`src/hdl/dtmt_pkg.sv`:
```
`default_nettype none
package dtmt_pkg;

	// Table geometry
	localparam int CAPACITY = 1024;
	localparam int ADDR_W   = (CAPACITY > 1) ? $clog2(CAPACITY) : 1;
	localparam int CNT_W    = $clog2(CAPACITY + 1);

	// Field widths
	localparam int ACTION_W      = 3;
	localparam int DATE_W        = 27;
	localparam int MASK_W        = 32;
	localparam int STATUS_W      = 2;
	localparam int ENTRY_COUNT_W = 11;
	localparam int S_TDATA_W     = 64;
	localparam int M_TDATA_W     = 48;

	// Action codes
	localparam logic [ACTION_W-1:0] ACT_ADD    = 3'd0;
	localparam logic [ACTION_W-1:0] ACT_UPDATE = 3'd1;
	localparam logic [ACTION_W-1:0] ACT_REMOVE = 3'd2;
	localparam logic [ACTION_W-1:0] ACT_DELETE = 3'd3;
	localparam logic [ACTION_W-1:0] ACT_CLEAR  = 3'd4;
	localparam logic [ACTION_W-1:0] ACT_LOOKUP = 3'd5;

	// Status codes
	localparam logic [STATUS_W-1:0] ST_OK       = 2'd0;
	localparam logic [STATUS_W-1:0] ST_BAD_DATE = 2'd1;
	localparam logic [STATUS_W-1:0] ST_FULL     = 2'd2;
	localparam logic [STATUS_W-1:0] ST_NOTFOUND = 2'd3;

	// Date split: YYYYMMDD -> year, month, day by reciprocal multiplies
	localparam int YEAR_W       = 14;
	localparam int REM_W        = 14;
	localparam int MD_W         = 7;
	localparam int YEAR_MIN     = 1970;
	localparam int YEAR_MAX     = 2100;
	localparam int YEAR_SCALE   = 10000;
	localparam int MONTH_SCALE  = 100;
	localparam int MONTH_MAX    = 12;
	localparam int DIV10K_SHIFT = 41;
	localparam int DIV10K_W     = 28;
	localparam logic [DIV10K_W-1:0] DIV10K_RECIP = 28'd219902326;
	localparam int DIV100_SHIFT = 21;
	localparam int DIV100_W     = 15;
	localparam logic [DIV100_W-1:0] DIV100_RECIP = 15'd20972;

	// Queue between classifier and table engine
	localparam int QUEUE_DEPTH = 2;
	localparam int QPTR_W      = (QUEUE_DEPTH > 1) ? $clog2(QUEUE_DEPTH) : 1;
	localparam int QCNT_W      = $clog2(QUEUE_DEPTH + 1);

	typedef struct packed {
		logic                bad_date;
		logic [MASK_W-1:0]   mask;
		logic [DATE_W-1:0]   key;
		logic [ACTION_W-1:0] action;
	} qent_t;

	// Result item; status sits in the lowest bits
	typedef struct packed {
		logic [ENTRY_COUNT_W-1:0] entry_count;
		logic                     matches_res;
		logic                     found;
		logic [MASK_W-1:0]        entry_types;
		logic [STATUS_W-1:0]      status;
	} res_t;

	function automatic logic [MD_W-1:0] month_limit(input logic [MD_W-1:0] month);
		logic [MD_W-1:0] lim;
		unique case (month)
			7'd1:    lim = 7'd31;
			7'd2:    lim = 7'd29;
			7'd3:    lim = 7'd31;
			7'd4:    lim = 7'd30;
			7'd5:    lim = 7'd31;
			7'd6:    lim = 7'd30;
			7'd7:    lim = 7'd31;
			7'd8:    lim = 7'd31;
			7'd9:    lim = 7'd30;
			7'd10:   lim = 7'd31;
			7'd11:   lim = 7'd30;
			7'd12:   lim = 7'd31;
			default: lim = 7'd0;
		endcase
		return lim;
	endfunction

endpackage
`default_nettype wire

```
`src/hdl/dtmt_front.sv`:
```
`default_nettype none
module dtmt_front (
	input  wire logic                              clk,
	input  wire logic                              arst_n,
	input  wire logic                              in_valid,
	output logic                                   in_ready,
	input  wire logic [dtmt_pkg::ACTION_W-1:0]     in_action,
	input  wire logic [dtmt_pkg::DATE_W-1:0]       in_key,
	input  wire logic [dtmt_pkg::MASK_W-1:0]       in_mask,
	output logic                                   push,
	output dtmt_pkg::qent_t                        push_data,
	input  wire logic                              q_full
);

	localparam logic [2:0] F_IDLE = 3'd0;
	localparam logic [2:0] F_YEAR = 3'd1;
	localparam logic [2:0] F_REM  = 3'd2;
	localparam logic [2:0] F_MON  = 3'd3;
	localparam logic [2:0] F_CHK  = 3'd4;

	localparam int PY_W = dtmt_pkg::DATE_W + dtmt_pkg::DIV10K_W;
	localparam int PM_W = dtmt_pkg::REM_W + dtmt_pkg::DIV100_W;

	logic [2:0]                      fst_q;
	logic [dtmt_pkg::ACTION_W-1:0]   action_q;
	logic [dtmt_pkg::DATE_W-1:0]     key_q;
	logic [dtmt_pkg::MASK_W-1:0]     mask_q;
	logic [dtmt_pkg::YEAR_W-1:0]     year_q;
	logic [dtmt_pkg::REM_W-1:0]      rem_q;
	logic [dtmt_pkg::MD_W-1:0]       mon_q;

	logic [PY_W-1:0]                 prod_year;
	logic [dtmt_pkg::DATE_W-1:0]     year_scaled;
	logic [PM_W-1:0]                 prod_mon;
	logic [dtmt_pkg::MD_W-1:0]       day;
	logic                            bad_date;

	assign in_ready = (fst_q == F_IDLE);

	// year = date / 10000, exact for every 27-bit date
	assign prod_year   = PY_W'(key_q) * PY_W'(dtmt_pkg::DIV10K_RECIP);
	assign year_scaled = dtmt_pkg::DATE_W'(
		(dtmt_pkg::DATE_W + 1)'(year_q) * (dtmt_pkg::DATE_W + 1)'(dtmt_pkg::YEAR_SCALE));
	// month = rem / 100
	assign prod_mon    = PM_W'(rem_q) * PM_W'(dtmt_pkg::DIV100_RECIP);
	assign day         = dtmt_pkg::MD_W'(rem_q -
		dtmt_pkg::REM_W'(dtmt_pkg::REM_W'(mon_q) * dtmt_pkg::REM_W'(dtmt_pkg::MONTH_SCALE)));

	assign bad_date = (year_q < dtmt_pkg::YEAR_W'(dtmt_pkg::YEAR_MIN)) ||
			(year_q > dtmt_pkg::YEAR_W'(dtmt_pkg::YEAR_MAX)) ||
			(mon_q == '0) ||
			(mon_q > dtmt_pkg::MD_W'(dtmt_pkg::MONTH_MAX)) ||
			(day == '0) ||
			(day > dtmt_pkg::month_limit(mon_q));

	assign push = (fst_q == F_CHK) && !q_full;

	always_comb begin
		push_data.bad_date = bad_date;
		push_data.mask     = mask_q;
		push_data.key      = key_q;
		push_data.action   = action_q;
	end

	always_ff @(posedge clk or negedge arst_n) begin
		if (!arst_n) begin
			fst_q <= F_IDLE;
		end else begin
			unique case (fst_q)
				F_IDLE: if (in_valid) begin
					fst_q <= F_YEAR;
				end
				F_YEAR: fst_q <= F_REM;
				F_REM:  fst_q <= F_MON;
				F_MON:  fst_q <= F_CHK;
				F_CHK:  if (!q_full) begin
					fst_q <= F_IDLE;
				end
				default: fst_q <= F_IDLE;
			endcase
		end
	end

	always_ff @(posedge clk) begin
		if (in_valid && in_ready) begin
			action_q <= in_action;
			key_q    <= in_key;
			mask_q   <= in_mask;
		end
		if (fst_q == F_YEAR) begin
			year_q <= prod_year[dtmt_pkg::DIV10K_SHIFT +: dtmt_pkg::YEAR_W];
		end
		if (fst_q == F_REM) begin
			rem_q <= dtmt_pkg::REM_W'(key_q - year_scaled);
		end
		if (fst_q == F_MON) begin
			mon_q <= prod_mon[dtmt_pkg::DIV100_SHIFT +: dtmt_pkg::MD_W];
		end
	end

endmodule
`default_nettype wire

```
`config.mk`:
```
export PLATFORM = sky130hd
export DESIGN_NAME = dtmt_front
export DESIGN_NICKNAME = d
export VERILOG_FILES = /design/src/hdl/dtmt_pkg.sv /design/src/hdl/dtmt_front.sv
export SDC_FILE = /design/constraint.sdc
export NUM_CORES = 1
export LEC_CHECK = 0
export BUFFER_PORTS_ARGS = -buffer_cell sky130_fd_sc_hd__buf_2
export CAP_MARGIN = 20
export CORE_ASPECT_RATIO = 0.8
export CORE_MARGIN = 10
export CORE_UTILIZATION = 50
export CTS_CLUSTER_DIAMETER = 80
export DETAILED_ROUTE_END_ITERATION = 10
export GPL_TIMING_DRIVEN = 0
export PLACE_DENSITY = 0.78
export SYNTH_ARGS = -nofsm -noshare
export SYNTH_HDL_FRONTEND = slang
export SYNTH_SLANG_ARGS = --single-unit
```
`constraint.sdc`:
```
create_clock -name clk -period 8.1 [get_ports clk]
set_clock_uncertainty 0.2 [all_clocks]
set_input_delay 0.405 -clock clk [delete_from_list [all_inputs] [get_ports clk]]
set_output_delay 0.405 -clock clk [all_outputs]
set_load 0.01 [all_outputs]
```
**Word level (Yosys, flattened, before mapping)**

Memories as Yosys holds them, arrays and structs flattened. A register that Yosys moved wholly into a read port is not among the register bits.
Index checks and enable logic that the tools add are counted.

- Input bits: 66
- Register bits: 100
- Memories kept: 1
- Word-level logic and storage cells: 42
- Output and inout bits: 65
- ROM bits: 80

Memory list:

| memory | depth | bits a word | read ports | clocked after memory_dff | wr ports | RTL line | RTL |
|---|---|---|---|---|---|---|---|
| (no name shown) | 16 | 5 | 1 | 1 | 0 | dtmt_pkg.sv:71 | `unique case (month)` |

- Reduce and logical (&&, ||, !) cells: 13
- Order comparisons: 4
- Multiply operators: 4
- Equality and inequality tests: 6
- $add $sub $neg: 2
- Muxes and demuxes: 5

Operators with widths:

| cell | number |
|---|---|
| multiplier 27 x 27 -> 54 bit, second input constant | 1 |
| multiplier 14 x 13 -> 26 bit, second input constant | 1 |
| case mux 3 bit (5 select lines) | 1 |
| > comparator 14 x 12 -> 1 bit, second input constant | 1 |
| logical NOT 7 bit | 2 |
| less-than comparator 14 x 11 -> 1 bit, second input constant | 1 |
| multiplier 14 x 10 -> 10 bit, second input constant | 1 |
| subtractor 14 bit | 1 |
| > comparator 7 x 4 -> 1 bit, second input constant | 1 |
| > comparator 7 bit | 1 |
| multiplier 7 x 5 -> 5 bit, second input constant | 1 |
| 2-to-1 mux 7 bit | 1 |
| subtractor 7 bit | 1 |
| == test 3 x 2 -> 1 bit, second input constant | 2 |
| logical NOT 3 bit | 2 |
| 2-to-1 mux 3 bit | 2 |
| logical OR 1 bit | 5 |
| 2-to-1 mux 4 bit | 1 |
| != test 2 bit, second input constant | 2 |
| == test 3 x 1 -> 1 bit, second input constant | 1 |
| == test 3 bit, second input constant | 1 |
| logical AND 1 bit | 2 |
| AND reduction 2 bit | 1 |
| logical NOT 1 bit | 1 |

**Logic depth before layout (Yosys ltp)**

- Depth after elaboration: 6
- Depth in mapped cells: 22
- Depth with buffers taken out: 22

**Least setup slack after synthesis**

No wires, ideal clock.

- Path kind: register to register
- Start point: register key_q[9] (netlist bit)
- End point: register year_q[10] (netlist bit) (data pin)
- Cell stages (with the launch flop): 21
- Library setup time: 0.263 ns
- Buffers on the path: 0
- Clock period less this slack: 6.372 ns
- Required time: 7.637 ns
- Arrival time: 5.909 ns
- Slack: 1.728 ns
- Cells stage by stage: edfxtp_1 > ha_1 > inv_1 > fa_1 > inv_1 > fa_1 > fa_1 > fa_1 > fa_1 > inv_1 > fa_1 > inv_1 > ha_1 > a21oi_1 > o21ai_1 > nor4_1 > a32oi_1 > nand3_1 > a21boi_1 > o41ai_2 > xnor2_1

- Cells in the longest elaborated chain, start to end: 1

Ends and longest elaborated chain:

| what | RTL line | RTL |
|---|---|---|
| from (decl) | dtmt_front.sv:26 | `logic [dtmt_pkg::DATE_W-1:0] key_q;` |
| from (signal assigned) | dtmt_front.sv:87 | `key_q <= in_key;` |
| multiplier 27 x 27 -> 54 bit | dtmt_front.sv:41 | `assign prod_year = PY_W'(key_q) * PY_W'(dtmt_pkg::DIV10K_RECIP);` |
| net prod_year[51] | dtmt_front.sv:32 | `logic [PY_W-1:0] prod_year;` |
| to (signal assigned) | dtmt_front.sv:91 | `year_q <= prod_year[dtmt_pkg::DIV10K_SHIFT +: dtmt_pkg::YEAR_W];` |
| to (decl) | dtmt_front.sv:28 | `logic [dtmt_pkg::YEAR_W-1:0] year_q;` |

The timed path passes the listed nets, and every way through them passes these cells.
A chain may end at the register's enable or synchronous reset.

**Worst setup path after layout**

- Start point: register key_q[12] (netlist bit)
- End point: register year_q[12] (netlist bit) (data pin)

The elaborated chain is that of the path after synthesis.

==> out/metrics.cfg <==
[status]
outcome = finished, final reports clean

[clock_network]
cts.repair.resized = 0
cts-buffers-inserted = 9
ctsLongestPathBuffers = 2
cts-root-buf = clkbuf_16
insertion_delay_ns = 0.38
numClockSinks = 103
htreeDepth = 3
clk_pin_slew_ns = 0.08
cts_tree = done

[worst_setup_path]
cp.arrival_ns = 7.74
path_cells = ha_1 -> inv_1 -> fa_1 -> inv_1 -> fa_1 -> fa_1 -> fa_1 -> fa_1 -> inv_1 -> fa_1 -> inv_1 -> ha_1 -> nand3_1 -> nor3_1 -> o21ai_1 -> a32oi_1 -> nand3_1 -> a31oi_2 -> nor4b_1 -> a211oi_1
r2r_start = key_q[12]$_DFFE_PP_
worstSetupPathType = reg -> reg
worstReg2RegEnd = year_q[12]$_DFFE_PP_
endpoint = year_q[12]$_DFFE_PP_
cp_slowest_cell = edfxtp_1
critPathLaunch = key_q[12]$_DFFE_PP_
crit_buf_inv = 4
crit_path_max_incr_delay_ns = 0.99
cp_max_fo = 10
startpoint_type = register
critPathTopFamily = adder cells
timing.critical_path.mode_cell = fa_1
r2r_setup_slack_ns = 0.32
worst_setup_path_end_kind = register
cp.required_ns = 8.06
cp_num_cells = 20
r2r_cells = 20

[yosys]
synthDistinctLibCells = 73
async_flop_share_pct = 2.913
ys_seq_area_share_pct = 14.47
yosys_warnings = 0
yosysMostFrequentCell = inv_1
synth_area_sq_um = 21060
synth_area_per_cell_sq_um = 10.62
yosys-top-cells-count = inv_1 (688), ha_1 (403), fa_1 (390)
yosysTopAreaCell = fa_1
synthCells = 1983
synth_edf_count = 97
synthTopCellsByArea = fa_1 (37%), ha_1 (24%), edfxtp_1 (14%)
synth-main-ff-cell = edfxtp_1
syn-num-nets = 2842
synth-seq-cells = 103
yosysTopAreaCellShare_pct = 37.07

[timing]
setup_ws_ns = 0.3227
finalCriticalPeriod_ns = 7.777
maxSlewViolCount = 0
setup_viol = 0
tns_ns = 0
rsz0062_at_grt = false
final_hold_viol_count = 0
fin_crit_sh_pct = 96.02
slew_headroom_pct = 35.74
worst_pin_slew_ns = 0.9640
clock.fmax_ghz = 0.1286

[worst_hold_path]
worstHoldPathCells = 1
hold_class = in -> reg

[route]
vias_per_cell = 5.131
drt_wl_total_microns = 51320
ant_nets = 0
drt-initial-drc-count = 823
dr.pass1.iters = 5
vias = 14080
wire_per_inst_microns = 18.71
drc = 0

[finish]
fin_nets = 3045
antenna_cells = 0
fin_area_sq_um = 23360
drive_gt1_share_pct = 8.079
fin_cells = 2743
syn_to_final_growth_pct = 10.89

[placement]
port_buffers = 130
place.gp.congestion = 0.9901
placed_cells = 2666
dpl_cell_area_sq_um = 22420
dp_worst_setup_slack_ns = 0.4085
hpwlAfterDp_microns = 44560

[floorplan]
design.die.area_sq_um = 50790
die_h_microns = 203.6
rows = 67
core_area_sq_um = 41750
io_pins = 131
die_x_microns = 249.5
initial_core_util_pct = 50.46

[global_routing]
track_usage_pct = 20.88
gr-total-overflow = 0
first_global_vias = 15550
grt_antenna_before_repair = 1
grt_max_degree = 63
grt_first_pass_wirelength_microns = 83130

[run]
drv_cap = 0

==> cell type report <==
class / instances / area [sq um]
fillers: 3549 / 18390
multi-input cells: 1183 / 15390
flip-flops and latches: 103 / 3048
inverters: 689 / 2586
repair buffers: 192 / 1272
well taps: 552 / 690.7
clock buffers: 9 / 225.2
clock inverters: 7 / 98.84
plain buffers: 8 / 48.80
==> sequential cells by signal, indices dropped and copies added, names as in the netlist, named ones only <==
name      flops
action_q      3
fst_q         3
key_q        27
mask_q       32
mon_q         7
rem_q        14
year_q       14
==> per-layer routing <==
metal  vias up  global-route usage, %  wire [microns]
met1      7034                  26.84           21990
met2       441                  33.67           23810
met4         2                  5.209            1164
li1       6524                      -               -
met5         -                      0              12
met3        74                  6.722            4339
==> kinds of logic (layout without fill, tap and decap cells) <==
group,Yosys count,in the layout,share of synthesized area (%)
xor gates and xnor gates,48,48,1.996
buffers and inverters,697,905,12.51
DFF,103,103,14.47
adders and majority gates,793,793,61.00
and+or+nand+nor,168,168,4.146
AOI/OAI and AO/OA,171,171,5.726
muxes,3,3,0.1485
==> metrics by stage <==
| step | hold WS, ns | util (%) |
|---|---|---|
| after floorplan | -0.09059 | - |
| after global placement | 0.0004280 | 53.67 |
| after detailed placement | 0.005270 | 53.71 |
| after CTS | 0.004729 | 55.95 |
| after global routing | 0.01187 | 55.95 |
| final | 0.02142 | 55.95 |
==> how the worst min path moves through the flow <==
| stage | startpoint | slack, ns | endpoint |
|---|---|---|---|
| 3_3_place_gp | arst_n | 0.0004 | fst_q[0]$_DFFE_PN0P_ |
| 6_report | in_key[8] | 0.02 | key_q[8]$_DFFE_PP_ |
| 4_1_cts | in_key[8] | 0.005 | key_q[8]$_DFFE_PP_ |
| 5_1_grt | in_key[3] | 0.01 | key_q[3]$_DFFE_PP_ |
| 2_1_floorplan | arst_n | -0.09 | fst_q[0]$_DFFE_PN0P_ |
| 3_5_place_dp | arst_n | 0.005 | fst_q[0]$_DFFE_PN0P_ |
==> repair_timing <==
item                       4_1_cts  5_1_grt
setup endpoints to repair        0        0
setup buffers                    0        0
hold buffers                    61        0
hold endpoints to repair        63        0
==> layout by cell type, fill, tap and decap left out, types with 4 or more instances in the layout <==
master	n
a211oi_1	5
a21o_1	24
a21oi_1	50
a31oi_1	4
and2_1	6
and3_1	10
buf_2	130
clkbuf_1	4
clkbuf_16	9
dlygate4sd3_1	61
edfxtp_1	97
fa_1	390
ha_1	403
inv_1	688
nand2_1	42
nand2b_1	8
nand3_1	12
nand4_1	14
nor2_1	34
nor2b_1	5
nor3_1	12
nor3b_1	4
o211ai_1	7
o21a_1	7
o21ai_0	23
o21ai_1	7
o21bai_1	7
xnor2_1	36
xor2_1	12
Power is left out: the tool's default activity adds up to more than one toggle a clock period on the data nets, which glitch-free logic cannot reach.
