--- src/hdl/dtmt_pkg.sv ---
`default_nettype none
package dtmt_pkg;

	// Table geometry
	localparam int CAPACITY = 1024;
	localparam int ADDR_W   = (CAPACITY > 1) ? $clog2(CAPACITY) : 1;
	localparam int CNT_W    = $clog2(CAPACITY + 1);

	// Field widths
	localparam int ACTION_W      = 3;
	localparam int DATE_W        = 27;
	localparam int MASK_W        = 32;
	localparam int STATUS_W      = 2;
	localparam int ENTRY_COUNT_W = 11;
	localparam int S_TDATA_W     = 64;
	localparam int M_TDATA_W     = 48;

	// Action codes
	localparam logic [ACTION_W-1:0] ACT_ADD    = 3'd0;
	localparam logic [ACTION_W-1:0] ACT_UPDATE = 3'd1;
	localparam logic [ACTION_W-1:0] ACT_REMOVE = 3'd2;
	localparam logic [ACTION_W-1:0] ACT_DELETE = 3'd3;
	localparam logic [ACTION_W-1:0] ACT_CLEAR  = 3'd4;
	localparam logic [ACTION_W-1:0] ACT_LOOKUP = 3'd5;

	// Status codes
	localparam logic [STATUS_W-1:0] ST_OK       = 2'd0;
	localparam logic [STATUS_W-1:0] ST_BAD_DATE = 2'd1;
	localparam logic [STATUS_W-1:0] ST_FULL     = 2'd2;
	localparam logic [STATUS_W-1:0] ST_NOTFOUND = 2'd3;

	// Date split: YYYYMMDD -> year, month, day by reciprocal multiplies
	localparam int YEAR_W       = 14;
	localparam int REM_W        = 14;
	localparam int MD_W         = 7;
	localparam int YEAR_MIN     = 1970;
	localparam int YEAR_MAX     = 2100;
	localparam int YEAR_SCALE   = 10000;
	localparam int MONTH_SCALE  = 100;
	localparam int MONTH_MAX    = 12;
	localparam int DIV10K_SHIFT = 41;
	localparam int DIV10K_W     = 28;
	localparam logic [DIV10K_W-1:0] DIV10K_RECIP = 28'd219902326;
	localparam int DIV100_SHIFT = 21;
	localparam int DIV100_W     = 15;
	localparam logic [DIV100_W-1:0] DIV100_RECIP = 15'd20972;

	// Queue between classifier and table engine
	localparam int QUEUE_DEPTH = 2;
	localparam int QPTR_W      = (QUEUE_DEPTH > 1) ? $clog2(QUEUE_DEPTH) : 1;
	localparam int QCNT_W      = $clog2(QUEUE_DEPTH + 1);

	typedef struct packed {
		logic                bad_date;
		logic [MASK_W-1:0]   mask;
		logic [DATE_W-1:0]   key;
		logic [ACTION_W-1:0] action;
	} qent_t;

	// Result item; status sits in the lowest bits
	typedef struct packed {
		logic [ENTRY_COUNT_W-1:0] entry_count;
		logic                     matches_res;
		logic                     found;
		logic [MASK_W-1:0]        entry_types;
		logic [STATUS_W-1:0]      status;
	} res_t;

	function automatic logic [MD_W-1:0] month_limit(input logic [MD_W-1:0] month);
		logic [MD_W-1:0] lim;
		unique case (month)
			7'd1:    lim = 7'd31;
			7'd2:    lim = 7'd29;
			7'd3:    lim = 7'd31;
			7'd4:    lim = 7'd30;
			7'd5:    lim = 7'd31;
			7'd6:    lim = 7'd30;
			7'd7:    lim = 7'd31;
			7'd8:    lim = 7'd31;
			7'd9:    lim = 7'd30;
			7'd10:   lim = 7'd31;
			7'd11:   lim = 7'd30;
			7'd12:   lim = 7'd31;
			default: lim = 7'd0;
		endcase
		return lim;
	endfunction

endpackage
`default_nettype wire

--- src/hdl/dtmt_queue.sv ---
`default_nettype none
module dtmt_queue (
	input  wire logic             clk,
	input  wire logic             arst_n,
	input  wire logic             push,
	input  wire dtmt_pkg::qent_t  push_data,
	output logic                  full,
	input  wire logic             pop,
	output dtmt_pkg::qent_t       pop_data,
	output logic                  empty
);

	dtmt_pkg::qent_t               ent_q [dtmt_pkg::QUEUE_DEPTH];
	logic [dtmt_pkg::QPTR_W-1:0]   wr_ptr_q;
	logic [dtmt_pkg::QPTR_W-1:0]   rd_ptr_q;
	logic [dtmt_pkg::QCNT_W-1:0]   fill_q;

	localparam logic [dtmt_pkg::QPTR_W-1:0] PTR_LAST =
		dtmt_pkg::QPTR_W'(dtmt_pkg::QUEUE_DEPTH - 1);

	assign full     = (fill_q == dtmt_pkg::QCNT_W'(dtmt_pkg::QUEUE_DEPTH));
	assign empty    = (fill_q == '0);
	assign pop_data = ent_q[rd_ptr_q];

	always_ff @(posedge clk or negedge arst_n) begin
		if (!arst_n) begin
			wr_ptr_q <= '0;
			rd_ptr_q <= '0;
			fill_q   <= '0;
		end else begin
			if (push && !full) begin
				wr_ptr_q <= (wr_ptr_q == PTR_LAST) ? '0 : dtmt_pkg::QPTR_W'(wr_ptr_q + 1'b1);
			end
			if (pop && !empty) begin
				rd_ptr_q <= (rd_ptr_q == PTR_LAST) ? '0 : dtmt_pkg::QPTR_W'(rd_ptr_q + 1'b1);
			end
			priority if ((push && !full) && !(pop && !empty)) begin
				fill_q <= dtmt_pkg::QCNT_W'(fill_q + 1'b1);
			end else if (!(push && !full) && (pop && !empty)) begin
				fill_q <= dtmt_pkg::QCNT_W'(fill_q - 1'b1);
			end else begin
				fill_q <= fill_q;
			end
		end
	end

	always_ff @(posedge clk) begin
		if (push && !full) begin
			ent_q[wr_ptr_q] <= push_data;
		end
	end

endmodule
`default_nettype wire

--- config.mk ---
export PLATFORM = sky130hd
export DESIGN_NAME = dtmt_queue
export DESIGN_NICKNAME = d
export VERILOG_FILES = /design/src/hdl/dtmt_pkg.sv /design/src/hdl/dtmt_queue.sv
export SDC_FILE = /design/constraint.sdc
export NUM_CORES = 1
export LEC_CHECK = 0
export BUFFER_PORTS_ARGS = -buffer_cell sky130_fd_sc_hd__buf_2
export CAP_MARGIN = 0
export CORE_MARGIN = 8
export CORE_UTILIZATION = 40
export DETAILED_ROUTE_END_ITERATION = 16
export PLACE_DENSITY = 0.66
export SYNTH_ARGS = -nofsm -noshare
export SYNTH_HDL_FRONTEND = slang
export SYNTH_SLANG_ARGS = --single-unit
--- constraint.sdc ---
create_clock -name clk -period 3.88 [get_ports clk]
set_input_delay 0.194 -clock clk [delete_from_list [all_inputs] [get_ports clk]]
set_output_delay 0.194 -clock clk [all_outputs]
set_load 0.1 [all_outputs]
# After elaboration in Yosys (flattened, before gate mapping)
# Memory sizes are Yosys's and may differ from the RTL's.
# Cells that the tools add are included.
word_totals:
  ram_bits: 126
  word_cells: 25
  register_bits: 4
  output_inout_bits: 65
  input_bits: 67
  mem_count: 1
op_classes:
  n_eq_ne: 1
  reduce_logical: 10
  addsub: 4
  n_mux: 6
mem_list:
  columns: ["name", "words", "word_bits", "rd", "rd_clocked_by_memory_dff", "write_ports", "line", "source"]
  rows:
  - ["ent_q", 2, 63, 1, 0, 1, "dtmt_queue.sv:13", "dtmt_pkg::qent_t ent_q [dtmt_pkg::QUEUE_DEPTH];"]
op_table:
  columns: ["operator", "n"]
  rows:
  - ["$logic_and A1 B1 Y1", 4]
  - ["$logic_not A1 Y1", 4]
  - ["$mux W1", 4]
  - ["$mux W2", 2]
  - ["$add A1 B1 Y1 const B", 2]
  - ["$add A2 B1 Y2 const B", 1]
  - ["$eq A2 B2 Y1 const B", 1]
  - ["$logic_not A2 Y1", 1]
  - ["$reduce_bool A2 Y1", 1]
  - ["$sub A2 B1 Y2 const B", 1]

# Logic depth before layout (Yosys ltp)
# Gate-level depths: netlist of run 1.
depth:
  depth_word: 7
  ltp_mapped: 7
  depth_no_buf: 7

# Least setup slack after synthesis of run 1
# Ideal clock, no wire load.
synth_path:
  kind: "register -> register"
  from: "register fill_q[0] in the netlist's numbering"
  to: "memory ent_q[0][0] in the netlist's numbering (enable)"
  setup_time_ns: 0.484
  path_buffers: 0
  t_required_ns: 3.396
  stages_incl_launch_ff: 4
  slack_ns: 0.112
  period_less_slack_ns: 3.768
  arrival_ns: 3.284
  path_cell_list: "dfrtp_1 -> nand2b_1 -> nand2_1 -> nor2_1"
synth_via:
  elab_chain_cells: 5
synth_lines:
  columns: ["element", "line", "source"]
  rows:
  - ["start: declaration", "dtmt_queue.sv:16", "logic [dtmt_pkg::QCNT_W-1:0] fill_q;"]
  - ["start signal: assignment", "dtmt_queue.sv:38", "fill_q <= dtmt_pkg::QCNT_W'(fill_q + 1'b1);"]
  - ["start signal: assignment", "dtmt_queue.sv:40", "fill_q <= dtmt_pkg::QCNT_W'(fill_q - 1'b1);"]
  - ["start signal: assignment", "dtmt_queue.sv:42", "fill_q <= fill_q;"]
  - ["$eq A2 B2 Y1", "dtmt_queue.sv:21", "assign full = (fill_q == dtmt_pkg::QCNT_W'(dtmt_pkg::QUEUE_DEPTH));"]
  - ["$logic_not A1 Y1", "dtmt_queue.sv:48", "if (push && !full) begin"]
  - ["$logic_and A1 B1 Y1", "dtmt_queue.sv:48", null]
  - ["$mux W1", "dtmt_queue.sv:48", null]
  - ["$mux W1 (implied by the code)", "dtmt_queue.sv:49", "ent_q[wr_ptr_q] <= push_data;"]
  - ["end: declaration", "dtmt_queue.sv:13", null]
# No other way between the ends.

==> impl_metrics.env, run 1 <==
export IMPL_synthCells=215
export IMPL_syn_area_sq_mm=0.00504
export IMPL_end_kind="output pin"
export IMPL_critPathArrivalTime_ns=2.47
export IMPL_ant_nets=0
export IMPL_die_width_um=128
export IMPL_grt_max_degree=64
export IMPL_critPathRequiredTime_ns=3.69
export IMPL_start_util=0.404
export IMPL_slew_headroom=0.393
export IMPL_slew_viol_final=0
export IMPL_yosysUniqueCellTypes=15
export IMPL_skew_ns=0.00597
export IMPL_gr_total_overflow=0
export IMPL_max_freq_mhz=375
export IMPL_tightest_slew_ns=0.911
export IMPL_ff2ff_path_depth=4
export IMPL_vias=2664
export IMPL_synth_area_per_cell_sq_um=23.5
export IMPL_io_pins=132
export IMPL_place_hpwl_mm=5.93
export IMPL_wirelength_mm=9.46
export IMPL_core_area_sq_mm=0.0125
export IMPL_clkTransAtPathRegs_ns=0.05
export IMPL_cts_tree="done"
export IMPL_port_buffers=131
export IMPL_die_area_sq_mm=0.0165
export IMPL_yosysSeqAreaShare=0.770
export IMPL_status="completed"
export IMPL_r2r_slack_ns=1.81
export IMPL_clkSinkCount=130
export IMPL_drc=0
export IMPL_cap_violations=0
export IMPL_worst_r2r_endpoint="ent_q[0][59]"
export IMPL_final_hold_violation_count=0
export IMPL_crit_path_start_kind="register"
export IMPL_clockBufferDepth=2
export IMPL_dpl_cell_area_sq_mm=0.00583
export IMPL_drt_pass1_iter_count=4
export IMPL_clock_root_buffer="clkbuf_16"
export IMPL_die_y_um=128
export IMPL_grt_first_pass_wirelength_mm=14.4
export IMPL_std_cell_rows=41
export IMPL_cp_endpoint="pop_data[27]"
export IMPL_finish_instance_area_sq_mm=0.00696
export IMPL_gp_congestion=0.665
export IMPL_grt_pass1_vias=3009
export IMPL_area_delta_synth_final_pct=38.0
export IMPL_setup_viol=0
export IMPL_drtIter0Drc=128
export IMPL_antenna_found_initial=0
export IMPL_num_antenna_cells=0
export IMPL_synth_warnings=0
export IMPL_hold_path_class="primary input to register"
export IMPL_ys_ff_latch=130
export IMPL_drt_vias_per_instance=4.37
export IMPL_wl_per_cell_um=15.5
export IMPL_critPathLaunch="rd_ptr_q"
export IMPL_rsz0062_at_grt="false"
export IMPL_htreeDepth=4
export IMPL_worst_setup_path_type="register to output pin"
export IMPL_timing_setup_tns_ns=0
export IMPL_layout_nets=493
export IMPL_grtUsageTotal=0.118
export IMPL_worst_r2r_startpoint="fill_q[0]"
export IMPL_cts_made_buffers=17
export IMPL_clk_insertion_delay_late_ns=0.40
export IMPL_finalCritPeriodShare=0.687
export IMPL_period_needed_ns=2.66
export IMPL_drive_gt1_frac=0.508
export IMPL_synth_fp_nets=283
export IMPL_path_max_fanout=47
==> cells in the final DEF, fill, tap and decap left out, drive strengths merged <==
cell	instances
mux2	63
and3	1
nor2	3
clkinv	11
xor2	2
buf	134
dlygate4sd3	64
inv	2
xnor2	3
ha	1
nand2b	1
dfrtp	4
nand2	1
o21ai	1
clkbuf	20
edfxtp	126
==> worst max-delay path: stages, from the launching register on <==
cell and delay, ns:
dfrtp_4 1.01, buf_4 0.41, mux2_4 0.33, buf_2 0.29
==> cells in the mapped netlist <==
cell type / count / share of area
ha_1: 1 / 0.0025
xnor2_1: 3 / 0.0052
mux2_2: 4 / 0.0089
and3_1: 1 / 0.0012
edfxtp_1: 126 / 0.75
mux2_4: 59 / 0.18
buf_12: 6 / 0.024
xor2_1: 2 / 0.0035
o21ai_1: 1 / 0.00099
nand2b_1: 1 / 0.0012
nor2_1: 3 / 0.0022
nand2_1: 1 / 0.00074
buf_6: 1 / 0.0022
inv_1: 2 / 0.0015
dfrtp_1: 4 / 0.020
==> cell families after synthesis <==
family                     count (synthesis)  share of synthesized area
AOI/OAI and AO/OA                          1                   0.000992
xor gates and xnor gates                   5                    0.00869
adders and majority gates                  1                    0.00248
buffers and inverters                      9                     0.0275
DFF                                      130                      0.770
muxes                                     63                      0.185
and+or+nand+nor                            6                    0.00546
==> repair_timing <==
| item | CTS | global route |
|---|---|---|
| resized for setup | 0 | 0 |
| hold buffers | 64 | 0 |
| setup buffers | 0 | 0 |
| hold endpoints to repair | 130 | 0 |
==> layout make-up <==
| type | count | area (sq um) |
|---|---|---|
| fillers | 972 | 5510 |
| flip-flops and latches | 130 | 3890 |
| inverters | 2 | 7.51 |
| repair buffers | 198 | 1330 |
| well taps | 172 | 215 |
| clock inverters | 11 | 47.5 |
| multi-input cells | 76 | 1030 |
| clock buffers | 20 | 437 |
==> stage by stage <==
| step | setup WS [ns] | instances | hold slack, ns | utilization |
|---|---|---|---|---|
| 2_1_floorplan | 0.112 | 215 | -0.102 | - |
| 3_3_place_gp | 1.63 | 514 | 0.00809 | 0.468 |
| 3_5_place_dp | 1.61 | 514 | 0.00688 | 0.468 |
| 4_1_cts | 1.15 | 609 | 0.105 | 0.558 |
| 5_1_grt | 1.09 | 609 | 0.120 | 0.558 |
| 6_report | 1.22 | 609 | 0.130 | 0.558 |
==> state kept, by name, summed over array words and instances (netlist names) <==
signal,count
rd_ptr_q,1
wr_ptr_q,1
fill_q,2
ent_q,126
==> per-layer routing <==
layer	share of wire	GRT usage	up-vias	routed length [um]
met3	0.081	0.0616	13	762
met1	0.42	0.122	1288	3940
met2	0.49	0.198	91	4640
li1	-	-	1272	-
met5	0	0	-	0
met4	0.013	0.0483	0	124
==> how the worst min path moves through the flow <==
stage | from | endpoint | slack, ns | cells past startpoint
6_report | pop | rd_ptr_q | 0.13 | 3
3_3_place_gp | arst_n | wr_ptr_q | 0.008 | 1
3_5_place_dp | arst_n | fill_q[1] | 0.007 | 1
4_1_cts | arst_n | fill_q[1] | 0.10 | 2
2_1_floorplan | arst_n | fill_q[0] | -0.10 | 0
5_1_grt | arst_n | fill_q[1] | 0.12 | 2
Power of run 1 is left out: the tool's default activity adds up to more than one toggle a clock period on the data nets, which glitch-free logic cannot reach.
==> run 2, diff against run 1 <==
- PLACE_DENSITY: 0.66 -> not set
- clock period: 3.88 -> 2.7 ns (I/O delays scaled with it)
==> run 2 against run 1 <==
Net effect:
- count of clock-buffer cells in the layout decreased by 1
- routed wire length fell by 1.0%
- via count barely moved
- global-route usage grew 0.32 points
- first-iteration DRC count down 6.3%
- sequential share of layout area decreased by 0.75 points
- sequential cell count unchanged
- worst setup slack worse by 0.73 ns
- highest routed layer unchanged
==> impl_metrics.env, run 2 (same netlist as run 1, synthesis figures left out) <==
export IMPL_status="completed"
export IMPL_mostFrequentLayoutCell="buf_2"
export IMPL_start_util=0.404
export IMPL_cts_tree="done"
export IMPL_grt_first_pass_wirelength_mm=14.9
export IMPL_std_cell_rows=41
export IMPL_clkSinkCount=130
export IMPL_dpl_cell_area_sq_mm=0.00586
export IMPL_vias=2663
export IMPL_path_max_fanout=21
export IMPL_crit_path_start_kind="register"
export IMPL_critPathArrivalTime_ns=2.08
export IMPL_skew_ns=0.00509
export IMPL_reg_top3="ent_q: 126 flops, fill_q: 2 flops"
export IMPL_slew_viol_final=0
export IMPL_ctsResizeCount=0
export IMPL_max_freq_mhz=452
export IMPL_clockBufferDepth=2
export IMPL_multi_input_area_sq_mm=0.00103
export IMPL_wirelength_mm=9.37
export IMPL_die_y_um=128
export IMPL_nFillCells=973
export IMPL_htreeDepth=4
export IMPL_ff2ff_path_depth=3
export IMPL_setup_viol=0
export IMPL_drc=0
export IMPL_use_met3=0.0478
export IMPL_gp_congestion=0.678
export IMPL_final_hold_violation_count=0
export IMPL_antenna_found_initial=0
export IMPL_clkTransAtPathRegs_ns=0.05
export IMPL_end_kind="output pin"
export IMPL_ant_nets=0
export IMPL_hold_path_class="primary input to asynchronous set/reset pin"
export IMPL_cts_made_buffers=17
export IMPL_wl_per_cell_um=15.3
export IMPL_largest_reg_flops=126
export IMPL_die_area_sq_mm=0.0165
export IMPL_drt_vias_per_instance=4.35
export IMPL_finish_instance_area_sq_mm=0.00705
export IMPL_tightest_slew_ns=0.512
export IMPL_io_pins=132
export IMPL_core_area_sq_mm=0.0125
export IMPL_area_delta_synth_final_pct=39.9
export IMPL_port_buffers=131
export IMPL_die_width_um=128
export IMPL_drive_gt1_frac=0.523
export IMPL_gr_total_overflow=0
export IMPL_worst_setup_path_type="register to output pin"
export IMPL_layout_setup_ws_ns=0.489
export IMPL_cap_violations=0
export IMPL_drt_pass1_iter_count=4
export IMPL_busiest_layer="met2"
export IMPL_timing_setup_tns_ns=0
export IMPL_clk_insertion_delay_late_ns=0.40
export IMPL_layout_common_cells="buf_2, edfxtp_1, dlygate4sd3_1, mux2_4, clkbuf_16"
export IMPL_slew_headroom=0.659
export IMPL_post_cts_setup_buffers=0
export IMPL_final_util=0.566
export IMPL_critPathRequiredTime_ns=2.57
export IMPL_finalCritPeriodShare=0.819
export IMPL_seq_area_sq_mm=0.00389
export IMPL_drtIter0Drc=120
export IMPL_grtUsageTotal=0.121
export IMPL_use_met2=0.207
export IMPL_grt_max_degree=38
export IMPL_preCtsSetupSlack_ns=0.883
export IMPL_rsz0062_at_grt="false"
export IMPL_layout_nets=495
export IMPL_top_register="ent_q"
export IMPL_period_needed_ns=2.21
export IMPL_grt_pass1_vias=2991
export IMPL_clock_root_buffer="clkbuf_16"
export IMPL_grt_use_met1=0.127
export IMPL_place_hpwl_mm=6.12
export IMPL_ctsHoldBuffers=64
export IMPL_num_antenna_cells=0
-- run 2: changes by cell type in the layout (fill, tap and decap cells not counted), sizes merged --
cell and change:
buf +2, bufinv +2, clkbuf -1, clkinvlp +1, clkinv -1
-- run 2: layout make-up --
type	count	share of cell area
tap	172	0.0305
clock inverter	13	0.0169
clock buffer	19	0.0614
sequential	130	0.551
multi-input combinational	76	0.146
inverter	2	0.00106
timing repair buffer	200	0.193
-- run 2: final timing paths --
path	from	to	slack, ns
setup / recovery	rd_ptr_q	pop_data[45]	0.49
hold / removal	arst_n	wr_ptr_q	0.06
setup reg to reg	fill_q[0]	ent_q[1][7]	1.01
hold reg to reg	fill_q[1]	fill_q[1]	0.52
max in group asynchronous	arst_n	rd_ptr_q	2.50
min in group clk	pop	rd_ptr_q	0.08
-- run 2: worst max-delay path: stages (launching register included) --
cell     delay (ns)
dfrtp_4        0.57
buf_4          0.42
mux2_2         0.38
buf_2          0.29
-- run 2: metal layers --
| metal | vias up | wire (um) |
|---|---|---|
| met4 | 0 | 170 |
| li1 | 1276 | - |
| met5 | - | 0 |
| met2 | 88 | 4850 |
| met3 | 12 | 613 |
| met1 | 1287 | 3730 |
-- run 2: stage by stage --
stage	std cells	hold slack [ns]
floorplan	215	-0.161
global placement	516	-0.0563
detailed placement	516	-0.0517
CTS	612	0.0460
global route	612	0.0614
finish	612	0.0648
Power of run 2 is left out for the same reason.
